### config.mk
export PLATFORM = sky130hd
export DESIGN_NAME = xorshift128_generator
export DESIGN_NICKNAME = d
export VERILOG_FILES = /design/src/rtl/xs128_pkg.sv /design/src/rtl/xorshift128_generator.sv /design/src/rtl/xs128_dp.sv /design/src/rtl/xs128_ctrl.sv
export SDC_FILE = /design/constraint.sdc
export NUM_CORES = 1
export LEC_CHECK = 0
export BUFFER_PORTS_ARGS = -buffer_cell sky130_fd_sc_hd__buf_2
export CORE_MARGIN = 1.5
export CORE_UTILIZATION = 62
export DETAILED_ROUTE_END_ITERATION = 8
export PLACE_DENSITY = 0.79
export SETUP_SLACK_MARGIN = 0.4
export SYNTH_ARGS = -nofsm -noshare
export SYNTH_HDL_FRONTEND = slang
export SYNTH_SLANG_ARGS = --single-unit
### constraint.sdc
create_clock -name clk -period 7.1 [get_ports clk]
set_input_delay 2.13 -clock clk [delete_from_list [all_inputs] [get_ports clk]]
set_output_delay 2.13 -clock clk [all_outputs]
set_load 0.02 [all_outputs]
### src/rtl/xs128_pkg.sv
// ----------------------------------------------------------------------------
// xs128_pkg
// Types, constants and helper functions shared by the xorshift128 generator.
// ----------------------------------------------------------------------------
package xs128_pkg;

  // Input beat: operation kind and the seed used by a reseed.
  typedef struct packed {
    logic        kind;
    logic [31:0] seed;
  } in_t;

  // Result beat.
  typedef struct packed {
    logic [31:0] word;
    logic [63:0] fraction;
    logic        reseeded;
  } out_t;

  // Operation kinds.
  localparam logic KIND_DRAW   = 1'b0;
  localparam logic KIND_RESEED = 1'b1;

  // Seeding constants.
  localparam logic [31:0] SEED_MUL    = 32'd1812433253;
  localparam int          SEED_ROUNDS = 64;
  localparam int          ATT_W       = $clog2(SEED_ROUNDS);

  // Command group from the controller to the datapath.
  typedef struct packed {
    logic       load_zero;   // running seed <= 0
    logic       load_seed;   // running seed <= input seed
    logic       mul;         // product <= running seed * SEED_MUL
    logic       mix_wr;      // finish one seed round and write one word
    logic [1:0] word_sel;    // word written by mix_wr
    logic       step;        // one xorshift128 step
    logic       out_draw;    // load the result register with a draw result
    logic       out_reseed;  // load the result register with a reseed result
  } cmd_t;

  // Status group from the datapath to the controller.
  typedef struct packed {
    logic all_zero;
  } sts_t;

  // Per-word constant XORed into each seeded word.
  function automatic logic [31:0] seed_const(input logic [1:0] sel);
    logic [31:0] c;
    case (sel)
      2'd0:    c = 32'd123464980;
      2'd1:    c = 32'd3447902351;
      2'd2:    c = 32'd2859490775;
      default: c = 32'd47621719;
    endcase
    return c;
  endfunction

  // Second half of a seed round: add one, then the two shift-XOR stages.
  function automatic logic [31:0] seed_post(input logic [31:0] prod);
    logic [31:0] x;
    x = prod + 32'd1;
    x = x ^ (x << 13);
    x = x ^ (x >> 17);
    return x;
  endfunction

endpackage

### src/rtl/xorshift128_generator.sv
// ----------------------------------------------------------------------------
// xorshift128_generator
// Xorshift128 pseudo-random generator with a multiply-based seeding circuit.
//
//   Channel | Ports                          | Beat
//   --------+--------------------------------+-----------------------------
//   input   | in_valid, in_ready, in_data    | kind, seed
//   result  | out_valid, out_ready, out_data | word, fraction, reseeded
//
// A draw's result is registered; draws can be accepted back to back.
// A reseed posts its result at once, then the sequencer runs each seeding
// attempt (four words at a multiply state and a mix state each, plus an
// all-zero check) before the next beat is taken.
// After reset the state is seeded from zero before in_ready rises.
// A stalled result holds its slot; a new beat is taken when it drains.
// ----------------------------------------------------------------------------
module xorshift128_generator import xs128_pkg::*; (
  input  logic clk,
  input  logic rst_n,
  input  logic in_valid,
  output logic in_ready,
  input  in_t  in_data,
  output logic out_valid,
  input  logic out_ready,
  output out_t out_data
);

  cmd_t cmd;
  sts_t sts;

  // Handshake control and seeding sequencer.
  xs128_ctrl u_ctrl (
    .clk       (clk),
    .rst_n     (rst_n),
    .in_valid  (in_valid),
    .in_kind   (in_data.kind),
    .in_ready  (in_ready),
    .out_valid (out_valid),
    .out_ready (out_ready),
    .sts       (sts),
    .cmd       (cmd)
  );

  // State words, seeding arithmetic and result register.
  xs128_dp u_dp (
    .clk      (clk),
    .seed     (in_data.seed),
    .cmd      (cmd),
    .sts      (sts),
    .out_data (out_data)
  );

endmodule

### src/rtl/xs128_dp.sv
// ----------------------------------------------------------------------------
// xs128_dp
// Datapath: the four state words, the seeding multiplier and the result
// register.
// ----------------------------------------------------------------------------
module xs128_dp import xs128_pkg::*; (
  input  logic        clk,
  input  logic [31:0] seed,
  input  cmd_t        cmd,
  output sts_t        sts,
  output out_t        out_data
);

  logic [31:0] a_r, b_r, c_r, d_r;
  logic [31:0] s_r, s_nxt;
  logic [31:0] prod_r;
  logic [31:0] mix;
  logic [31:0] t;
  logic [31:0] d_new;
  out_t        out_r;

  // One xorshift128 step computed from the current words.
  assign t     = a_r ^ (a_r << 11);
  assign d_new = d_r ^ (d_r >> 19) ^ t ^ (t >> 8);

  // Finished seed round.
  assign mix = seed_post(prod_r);

  // Running seed source.
  always_comb begin
    s_nxt = s_r;
    if (cmd.load_zero) begin
      s_nxt = '0;
    end else if (cmd.load_seed) begin
      s_nxt = seed;
    end else if (cmd.mix_wr) begin
      s_nxt = mix;
    end
  end

  // Seed register and the registered multiply.
  always_ff @(posedge clk) begin
    s_r <= s_nxt;
    if (cmd.mul) begin
      prod_r <= s_r * SEED_MUL;
    end
  end

  // State words: shifted by a draw, written one at a time by seeding.
  always_ff @(posedge clk) begin
    if (cmd.step) begin
      a_r <= b_r;
      b_r <= c_r;
      c_r <= d_r;
      d_r <= d_new;
    end else if (cmd.mix_wr) begin
      case (cmd.word_sel)
        2'd0:    a_r <= seed_const(cmd.word_sel) ^ mix;
        2'd1:    b_r <= seed_const(cmd.word_sel) ^ mix;
        2'd2:    c_r <= seed_const(cmd.word_sel) ^ mix;
        default: d_r <= seed_const(cmd.word_sel) ^ mix;
      endcase
    end
  end

  // Result register.
  always_ff @(posedge clk) begin
    if (cmd.out_draw) begin
      out_r.word     <= d_new;
      out_r.fraction <= {d_new, b_r};
      out_r.reseeded <= 1'b0;
    end else if (cmd.out_reseed) begin
      out_r.word     <= '0;
      out_r.fraction <= '0;
      out_r.reseeded <= 1'b1;
    end
  end

  assign out_data     = out_r;
  assign sts.all_zero = ((a_r | b_r | c_r | d_r) == 32'd0);

endmodule

### src/rtl/xs128_ctrl.sv
// ----------------------------------------------------------------------------
// xs128_ctrl
// Controller: input and result handshakes and the seeding sequencer.
// ----------------------------------------------------------------------------
module xs128_ctrl import xs128_pkg::*; (
  input  logic clk,
  input  logic rst_n,
  input  logic in_valid,
  input  logic in_kind,
  output logic in_ready,
  output logic out_valid,
  input  logic out_ready,
  input  sts_t sts,
  output cmd_t cmd
);

  localparam logic [2:0] S_INIT = 3'd0;
  localparam logic [2:0] S_IDLE = 3'd1;
  localparam logic [2:0] S_MUL  = 3'd2;
  localparam logic [2:0] S_MIX  = 3'd3;
  localparam logic [2:0] S_CHK  = 3'd4;

  logic [2:0]       state_r, state_nxt;
  logic [1:0]       idx_r, idx_nxt;
  logic [ATT_W-1:0] att_r, att_nxt;
  logic             out_valid_r, out_valid_nxt;
  logic             accept;

  // A new beat is taken only when idle and the result slot frees up.
  assign in_ready = (state_r == S_IDLE) && (!out_valid_r || out_ready);
  assign accept   = in_valid && in_ready;

  // Sequencer.
  always_comb begin
    state_nxt = state_r;
    idx_nxt   = idx_r;
    att_nxt   = att_r;
    cmd       = '0;
    cmd.word_sel = idx_r;
    unique case (state_r)
      S_INIT: begin
        cmd.load_zero = 1'b1;
        idx_nxt   = '0;
        att_nxt   = '0;
        state_nxt = S_MUL;
      end
      S_IDLE: begin
        if (accept) begin
          if (in_kind == KIND_RESEED) begin
            cmd.load_seed  = 1'b1;
            cmd.out_reseed = 1'b1;
            idx_nxt   = '0;
            att_nxt   = '0;
            state_nxt = S_MUL;
          end else begin
            cmd.step     = 1'b1;
            cmd.out_draw = 1'b1;
          end
        end
      end
      S_MUL: begin
        cmd.mul   = 1'b1;
        state_nxt = S_MIX;
      end
      S_MIX: begin
        cmd.mix_wr = 1'b1;
        idx_nxt    = idx_r + 2'd1;
        state_nxt  = (idx_r == 2'd3) ? S_CHK : S_MUL;
      end
      S_CHK: begin
        // Another attempt from the running seed if every word came out zero and attempts remain.
        if (sts.all_zero && (att_r != ATT_W'(SEED_ROUNDS - 1))) begin
          att_nxt   = att_r + ATT_W'(1);
          state_nxt = S_MUL;
        end else begin
          state_nxt = S_IDLE;
        end
      end
      default: begin
        state_nxt = S_INIT;
      end
    endcase
  end

  // Result slot occupancy.
  always_comb begin
    if (accept) begin
      out_valid_nxt = 1'b1;
    end else if (out_ready) begin
      out_valid_nxt = 1'b0;
    end else begin
      out_valid_nxt = out_valid_r;
    end
  end

  always_ff @(posedge clk) begin
    if (!rst_n) begin
      state_r     <= S_INIT;
      idx_r       <= '0;
      att_r       <= '0;
      out_valid_r <= 1'b0;
    end else begin
      state_r     <= state_nxt;
      idx_r       <= idx_nxt;
      att_r       <= att_nxt;
      out_valid_r <= out_valid_nxt;
    end
  end

  assign out_valid = out_valid_r;

`ifndef SYNTHESIS
  // Every accepted beat leaves a result in the slot.
  a_accept_fills: assert property (@(posedge clk) disable iff (!rst_n)
    accept |=> out_valid_r)
    else $error("accepted beat did not produce a result");

  // A reseed starts the seeding sequence right away.
  a_reseed_seq: assert property (@(posedge clk) disable iff (!rst_n)
    (accept && in_kind == KIND_RESEED) |=> (state_r == S_MUL))
    else $error("reseed did not start seeding");

  // Each multiply is followed by its mix cycle.
  a_mul_mix: assert property (@(posedge clk) disable iff (!rst_n)
    (state_r == S_MUL) |=> (state_r == S_MIX))
    else $error("multiply not followed by mix");

  // The fourth word of an attempt is followed by the all-zero check.
  a_mix_chk: assert property (@(posedge clk) disable iff (!rst_n)
    (state_r == S_MIX && idx_r == 2'd3) |=> (state_r == S_CHK))
    else $error("missing check after fourth word");
`endif

endmodule

# After elaboration in Yosys (flattened, before gate mapping)
# Cells that the tools add are included.
dict set report word_totals {
  reg_bits 301
  latchBits 0
  ram_bits 0
  romBits 0
  inputBits 37
  output_inout_bits 99
  word_cells 118
  memories 0
}
dict set report classes {
  n_addsub 3
  mul 1
  div 0
  magnitude_cmp 0
  n_eq_ne 12
  shifts 0
  mux 51
  bitwise 13
  reduce_logical 25
}
# cell count
set ops {}
lappend ops {{two-way mux 32 bit} 26}
lappend ops {{XOR 32 bit} 7}
lappend ops {{two-way mux 97 bit} 2}
lappend ops {{bitwise OR 32 bit} 3}
lappend ops {{adder 32 x 1 -> 32 bit (second input constant)} 1}
lappend ops {{zero test 32 bit} 1}
lappend ops {{multiplier 32 x 31 -> 32 bit (second input constant)} 1}
lappend ops {{XOR 32 x 13 -> 32 bit} 1}
lappend ops {{XOR 32 x 15 -> 32 bit} 1}
lappend ops {{XOR 32 x 24 -> 32 bit} 1}
lappend ops {{two-way mux 6 bit} 3}
lappend ops {{case mux 6 bit (3 select lines)} 1}
lappend ops {{two-way mux 3 bit} 5}
lappend ops {{case mux 3 bit (5 select lines)} 1}
lappend ops {{nonzero test 2 bit} 7}
lappend ops {{AND reduction 2 bit} 5}
lappend ops {{two-way mux 1 bit} 8}
lappend ops {{two-way mux 2 bit} 4}
lappend ops {{adder 6 x 1 -> 6 bit (second input constant)} 1}
lappend ops {{== test 3 x 2 -> 1 bit (second input constant)} 2}
lappend ops {{!= test 2 x 1 -> 1 bit (second input constant)} 3}
lappend ops {{!= test 6 bit (second input constant)} 1}
lappend ops {{case mux 2 bit (3 select lines)} 1}
lappend ops {{nonzero test 3 bit} 2}
lappend ops {{other kinds (14)} 17}

# Logic depth before layout (Yosys ltp)
# Gate-level depths: netlist of the first run.
dict set report logic_depth {
  word_depth 11
  depth_mapped 23
}

# By module
# Synthesis of the first run repeated with hierarchy kept, for this count alone.
dict set report hier_totals {
  cells_unflattened 1866
  area_unflattened_um2 20515.9
}
# mod instances cells_per_inst area_each_um2 seq_area_each_um2
set by_module_without_submodules {}
lappend by_module_without_submodules {xs128_dp 1 1777 19777.7 7387.1}
lappend by_module_without_submodules {xs128_ctrl 1 89 738.2 240.2}

# Worst setup path before layout of the first run
# Ideal clock, no wire load.
dict set report synth_path {
  path_type {register -> register}
  from {reg u_dp.s_r[12]}
  to {reg u_dp.prod_r[28], data pin}
  setup_time_ns 0.158
  arrival_time_ns 6.004
  slack_ns 0.938
  stages_incl_launch_ff 21
  path_cell_list {dfxtp_1 -> ha_1 -> ha_1 -> fa_1 -> inv_1 -> fa_1 -> inv_1 -> fa_1 -> fa_1 -> fa_1 -> inv_1 -> fa_1 -> inv_1 -> ha_1 -> o21a_1 -> o21a_1 -> o21ai_0 -> a31oi_1 -> o21ai_1 -> or4b_2 -> o211ai_1}
}
dict set report synth_between {
  elab_chain_len 1
}
# element line
set synth_rtl {}
lappend synth_rtl {{start, declared} xs128_dp.sv:15} ;# logic [31:0] s_r, s_nxt;
lappend synth_rtl {{start signal, assigned} xs128_dp.sv:43} ;# s_r <= s_nxt;
lappend synth_rtl {{multiplier 32 x 31 -> 32 bit} xs128_dp.sv:45} ;# prod_r <= s_r * SEED_MUL;
lappend synth_rtl {{end signal, assigned} xs128_dp.sv:45}
lappend synth_rtl {{end, declared} xs128_dp.sv:16} ;# logic [31:0] prod_r;
# No other way between the ends.
# A chain may end at the register's enable or synchronous reset.

# Worst setup path in the final report of the first run
dict set report layout_path {
  from {reg u_dp.s_r[18]}
  to {reg u_dp.prod_r[28], data pin}
}
# Same word-level chain as after synthesis.

==> results of run 1 <==
==> placed cells by master (no fill, tap or decap), drive strengths merged, types with 3 or more instances in the layout <==
| cell type | synthesis | layout |
|---|---|---|
| fa | 147 | 147 |
| o21a | 27 | 27 |
| edfxtp | 224 | 224 |
| nand3 | 26 | 26 |
| a21o | 36 | 36 |
| nand2 | 89 | 89 |
| o21bai | 3 | 3 |
| nor2b | 4 | 4 |
| dfxtp | 45 | 45 |
| xnor2 | 140 | 140 |
| a21oi | 44 | 44 |
| nand2b | 14 | 14 |
| inv | 240 | 243 |
| nor3 | 9 | 9 |
| a22oi | 31 | 31 |
| xor3 | 3 | 3 |
| o21ai | 37 | 37 |
| or2 | 29 | 29 |
| o22ai | 10 | 10 |
| nor2 | 130 | 130 |
| and4 | 6 | 6 |
| a21boi | 8 | 8 |
| mux2i | 4 | 4 |
| a211oi | 4 | 4 |
| xnor3 | 15 | 15 |
| clkinvlp | 0 | 4 |
| nand4 | 18 | 18 |
| clkbuf | 27 | 28 |
| and2 | 39 | 39 |
| ha | 216 | 216 |
| and3 | 11 | 11 |
| clkinv | 0 | 7 |
| bufinv | 0 | 8 |
| buf | 49 | 162 |
| nor4 | 47 | 47 |
| xor2 | 47 | 47 |
| a31oi | 3 | 3 |
==> final timing paths <==
check                    from                to  cells past startpoint
min          u_dp.out_data[0]  u_dp.out_data[0]                      2
min reg2reg  u_dp.out_data[0]  u_dp.out_data[0]                      2
max              u_dp.s_r[18]   u_dp.prod_r[28]                     20
max reg2reg      u_dp.s_r[18]   u_dp.prod_r[28]                     20
==> flip-flops by register name (all words and copies together), names as in the netlist, 2 cells and up <==
| name | count |
|---|---|
| u_dp.s_r | 32 |
| u_ctrl.att_r | 6 |
| u_ctrl.idx_r | 2 |
| u_dp.a_r | 32 |
| u_dp.b_r | 32 |
| u_dp.out_data | 65 |
| u_dp.c_r | 32 |
| u_dp.d_r | 32 |
| u_dp.prod_r | 32 |
| u_ctrl.state_r | 3 |
==> kinds of logic (layout without fill, tap and decap cells) <==
family                   after synthesis  after routing  synth area share (%)
adder cells (fa/ha/maj)              363            363                  27.7
flip-flops                           269            269                  37.4
multiplexers                           4              4                 0.196
AO/OA/AOI/OAI                        217            217                  7.07
AND/OR/NAND/NOR                      433            433                  11.0
XOR/XNOR                             205            205                  10.1
buffers and inverters                316            452                  6.51
==> final cells by class <==
class                      count  area share [%]
clock buffer                  28            3.03
multi-input combinational   1222            51.0
inverter                     240            4.02
clock inverter                22            1.49
timing repair buffer         162            3.92
tap                          442            2.47
sequential                   269            34.0
==> layer usage <==
metal | up-vias | track usage [%]
li1 | 6348 | -
met1 | 6833 | 39.2
met2 | 677 | 53.8
met3 | 174 | 3.75
met4 | 0 | 17.7
met5 | - | 0
==> stage by stage <==
stage | cells | area [sq um] | util (%) | hold slack, ns
after global routing | 2385 | 22400 | 69.1 | 0.501
after global placement | 2335 | 21400 | 66.0 | 0.434
after CTS | 2385 | 22400 | 69.1 | 0.496
final | 2385 | 22400 | 69.1 | 0.495
after detailed placement | 2335 | 21400 | 66.0 | 0.485
after floorplan | 1807 | 20400 | - | 0.493
==> worst max-delay path: stages (launching register included) <==
cell	delay, ns
dfxtp_2	0.43
ha_1	0.26
ha_1	0.31
fa_1	0.52
inv_1	0.06
fa_1	0.52
inv_1	0.07
fa_1	0.48
fa_1	0.53
fa_1	0.50
inv_1	0.07
fa_1	0.48
inv_1	0.04
ha_1	0.34
a21o_1	0.20
a21oi_1	0.21
inv_1	0.08
or3_1	0.32
o21ai_2	0.20
or4b_2	0.62
o211ai_1	0.12
==> out/metrics.csv, run 1 <==
metric,value,unit
multi_input_area,11400,sq um
die-area,34000,sq um
drive_gt1_share,13.2,%
pre_cts_ws,0.492,ns
grt_pass1_vias,14200,
grt_pass1_wl,80000,um
met3WireLength,3660,um
synth_commonest_cells,"240 x inv_1, 224 x edfxtp_1, 216 x ha_1",
relSlewSlack,32.5,%
dr_wl_met2,25200,um
yosys.area.top_type,edfxtp_1,
wl_per_cell,21.8,um
ys_async_sr_fraction,0,%
drcViolationCount,0,
rsz0062_at_grt,true,
nets,2322,
slew_violations,0,
ioPinCount,136,
ys_seq_elements,269,
setup_viol,0,
hold_viol,0,
synth-edff-count,224,
antenna_found_initial,0,
fin_crit_sh,91.9,%
wirelength,51900,um
htreeDepth,1,
clock_path_buffers,3,
critPathArrivalTime,6.91,ns
ant_nets,0,
core-area,32500,sq um
path_clk_slew,0.07,ns
fmax,0.153,GHz
tritoncts,done,
synth_cell_types,66,
rows,66,
track_usage,31.5,%
syn_area_per_cell,11.3,sq um
maxCapViolations,0,
period_needed,6.52,ns
grt_max_degree,92,
worst_slew_pin_slew,1.01,ns
antenna_cells,0,
met1Wirelength,19800,um
post_cts_resized,0,
cp-start-kind,flip-flop,
syn_inst,1807,
die_h,184,um
worstSetupPathType,reg -> reg,
root_buffer,clkbuf_16,
io_buffers,135,
endpoint_kind,flip-flop,
skew,0.0239,ns
cts_setup_buffers,0,
syn-cell-area,20400,sq um
avgViaCountPerCell,5.88,
yosysMostFrequentCell,inv_1,
fin_ws,0.576,ns
clock_sinks,269,
status,"finished, final reports clean",
yosys-top-cells-area,"edfxtp_1 33%, fa_1 14%, ha_1 13%",
hold_buffers,0,
critPathMaxFanout,7,
drt_first_pass_iters,5,
synth_top_area_share,33.0,%
clock_latency,0.55,ns
seq_area,7630,sq um
required,7.49,ns
fill_cells,2395,
top_layer_used,met4,
yosysWarnings,0,
tns,0,ns
drtIter0Drc,1225,
gp_congestion,0.970,
syn_nets,2207,
numCtsBuffers,27,
hpwl,41400,um
synth_seq_area_share,37.4,%
synth_ff_type,edfxtp_1,
via_count,14000,
area_growth,10.1,%
grt.overflow.total,0,
initial_utilization,62.8,%
die_w,184,um
reg2reg_slack,0.58,ns
hold_path.class,reg -> reg,
Power of run 1 is not shown: default switching activity piles up to over one toggle a cycle in this logic, so the estimate is an artifact.
==> run 2, diff against run 1 <==
CORE_UTILIZATION = 65   (was 62)
PLACE_DENSITY = 0.83   (was 0.79)
clock period = 7.7 ns   (was 7.1 ns; I/O delays follow)
==> out/metrics.csv, run 2 (synthesis gave the netlist of run 1 again) <==
metric,value,unit,change
slew_violations,0,,unchanged
mostFrequentLayoutCell,inv_1,,
die-area,32400,sq um,-4.5%
clock_sinks,269,,unchanged
gp_congestion,0.939,,-3.1%
worst_slew_pin_slew,1.00,ns,-0.0126 ns
wl_per_cell,22.5,um,+3.5%
cts_setup_buffers,0,,unchanged
skew,0.0267,ns,+0.00278 ns
drcViolationCount,10,,+10
hold_ws,0.467,ns,-0.0272 ns
ant_nets,0,,unchanged
rows,64,,-3.0%
core-area,30700,sq um,-5.3%
status,finished with violations,,
avgViaCountPerCell,6.03,,+2.5%
die_h,180,um,-2.3%
wirelength,52600,um,+1.2%
grt_max_degree,92,,unchanged
relSlewSlack,32.9,%,+0.36 points
post_cts_resized,0,,unchanged
fin_crit_sh,86.3,%,-5.6 points
rsz0062_at_grt,false,,
via_count,14100,,+0.21%
layout_common_cells,"239 x inv_1, 224 x edfxtp_1, 216 x ha_1",,
hold_viol,0,,unchanged
tns,0,ns,unchanged
met3WireLength,3170,um,-13%
hold_buffers,0,,unchanged
violations,DRC,,
path_clk_slew,0.07,ns,about the same
clock_latency,0.57,ns,+0.02 ns
worstSetupPathType,reg -> reg,,
top_layer_used,met4,,
nets,2314,,-0.34%
min_delay_path_depth,2,,unchanged
grt.overflow.total,0,,unchanged
drive_gt1_share,12.1,%,-1.1 points
critPathArrivalTime,7.04,ns,+0.13 ns
hold_path.class,reg -> reg,,
drt_first_pass_iters,9,,+4
critPathMaxFanout,7,,unchanged
drtIter0Drc,1479,,+21%
grt_pass1_vias,14500,,+1.9%
largest_reg_flops,65,,unchanged
maxCapViolations,0,,unchanged
setup_viol,0,,unchanged
area_growth,8.70,%,
ioPinCount,136,,unchanged
io_buffers,135,,unchanged
cp-start-kind,flip-flop,,
required,8.09,ns,+0.60 ns
fmax,0.151,GHz,-1.8%
antenna_found_initial,0,,unchanged
htreeDepth,1,,unchanged
track_usage,33.1,%,+1.6 points
dr_wl_met2,26400,um,+4.7%
root_buffer,clkbuf_16,,
initial_utilization,66.3,%,+3.5 points
antenna_cells,0,,unchanged
tritoncts,done,,
die_w,180,um,-2.3%
hpwl,41100,um,-0.65%
clock_path_buffers,3,,unchanged
grt_pass1_wl,81900,um,+2.4%
numCtsBuffers,28,,+3.7%
rr_worst_depth,20,,unchanged
endpoint_kind,flip-flop,,
met1Wirelength,20100,um,+1.5%
period_needed,6.64,ns,+0.120 ns
-- run 2: cell types whose count changed in the layout (fill, tap and decap cells not counted), moves of 6 or more --
cell       change
buf_4          -9
dfxtp_1        +6
dfxtp_2        -6
clkbuf_1       +7
bufinv_16      -7
-- run 2: final timing paths --
kind	slack, ns	startpoint	end
max	1.06	u_dp.s_r[19]	u_dp.prod_r[28]
min	0.47	u_dp.out_data[0]	u_dp.out_data[0]
max reg2reg	1.06	u_dp.s_r[19]	u_dp.prod_r[28]
min reg2reg	0.47	u_dp.out_data[0]	u_dp.out_data[0]
-- run 2: area by class of cell --
type / count / area (sq um)
Clock buffer: 38 / 758
Timing Repair Buffer: 153 / 811
Clock inverter: 14 / 113
Inverter: 240 / 901
Sequential cell: 269 / 7630
Tap cell: 396 / 495
Multi-Input combinational cell: 1222 / 11400
Fill cell: 2213 / 8600
-- run 2: critical path: stages (launching register included) --
cell and delay [ns]:
dfxtp_1 0.54, ha_1 0.31, ha_1 0.31, fa_1 0.51, inv_1 0.05, fa_1 0.47
inv_1 0.05, fa_1 0.48, fa_1 0.51, fa_1 0.50, inv_1 0.05, fa_1 0.47
inv_1 0.05, ha_1 0.34, a21o_1 0.21, a21oi_1 0.20, inv_1 0.08, or3_1 0.33
o21ai_1 0.30, or4b_2 0.62, o211ai_1 0.11
-- run 2: metrics by stage --
step | utilization, % | instance area, sq um | cells | setup slack [ns]
after floorplan | - | 20400 | 1807 | 1.54
after global placement | 69.2 | 21300 | 2280 | 1.24
after detailed placement | 69.2 | 21300 | 2280 | 1.12
after CTS | 72.0 | 22200 | 2332 | 1.09
after global routing | 72.0 | 22200 | 2332 | 0.700
final | 72.0 | 22200 | 2332 | 1.06
-- run 2: per-layer routing --
metal	vias up	track usage (%)
li1	6328	-
met1	6925	41.0
met2	638	58.3
met3	171	3.52
met4	0	16.2
met5	-	0
Power of run 2 is left out for the same reason.
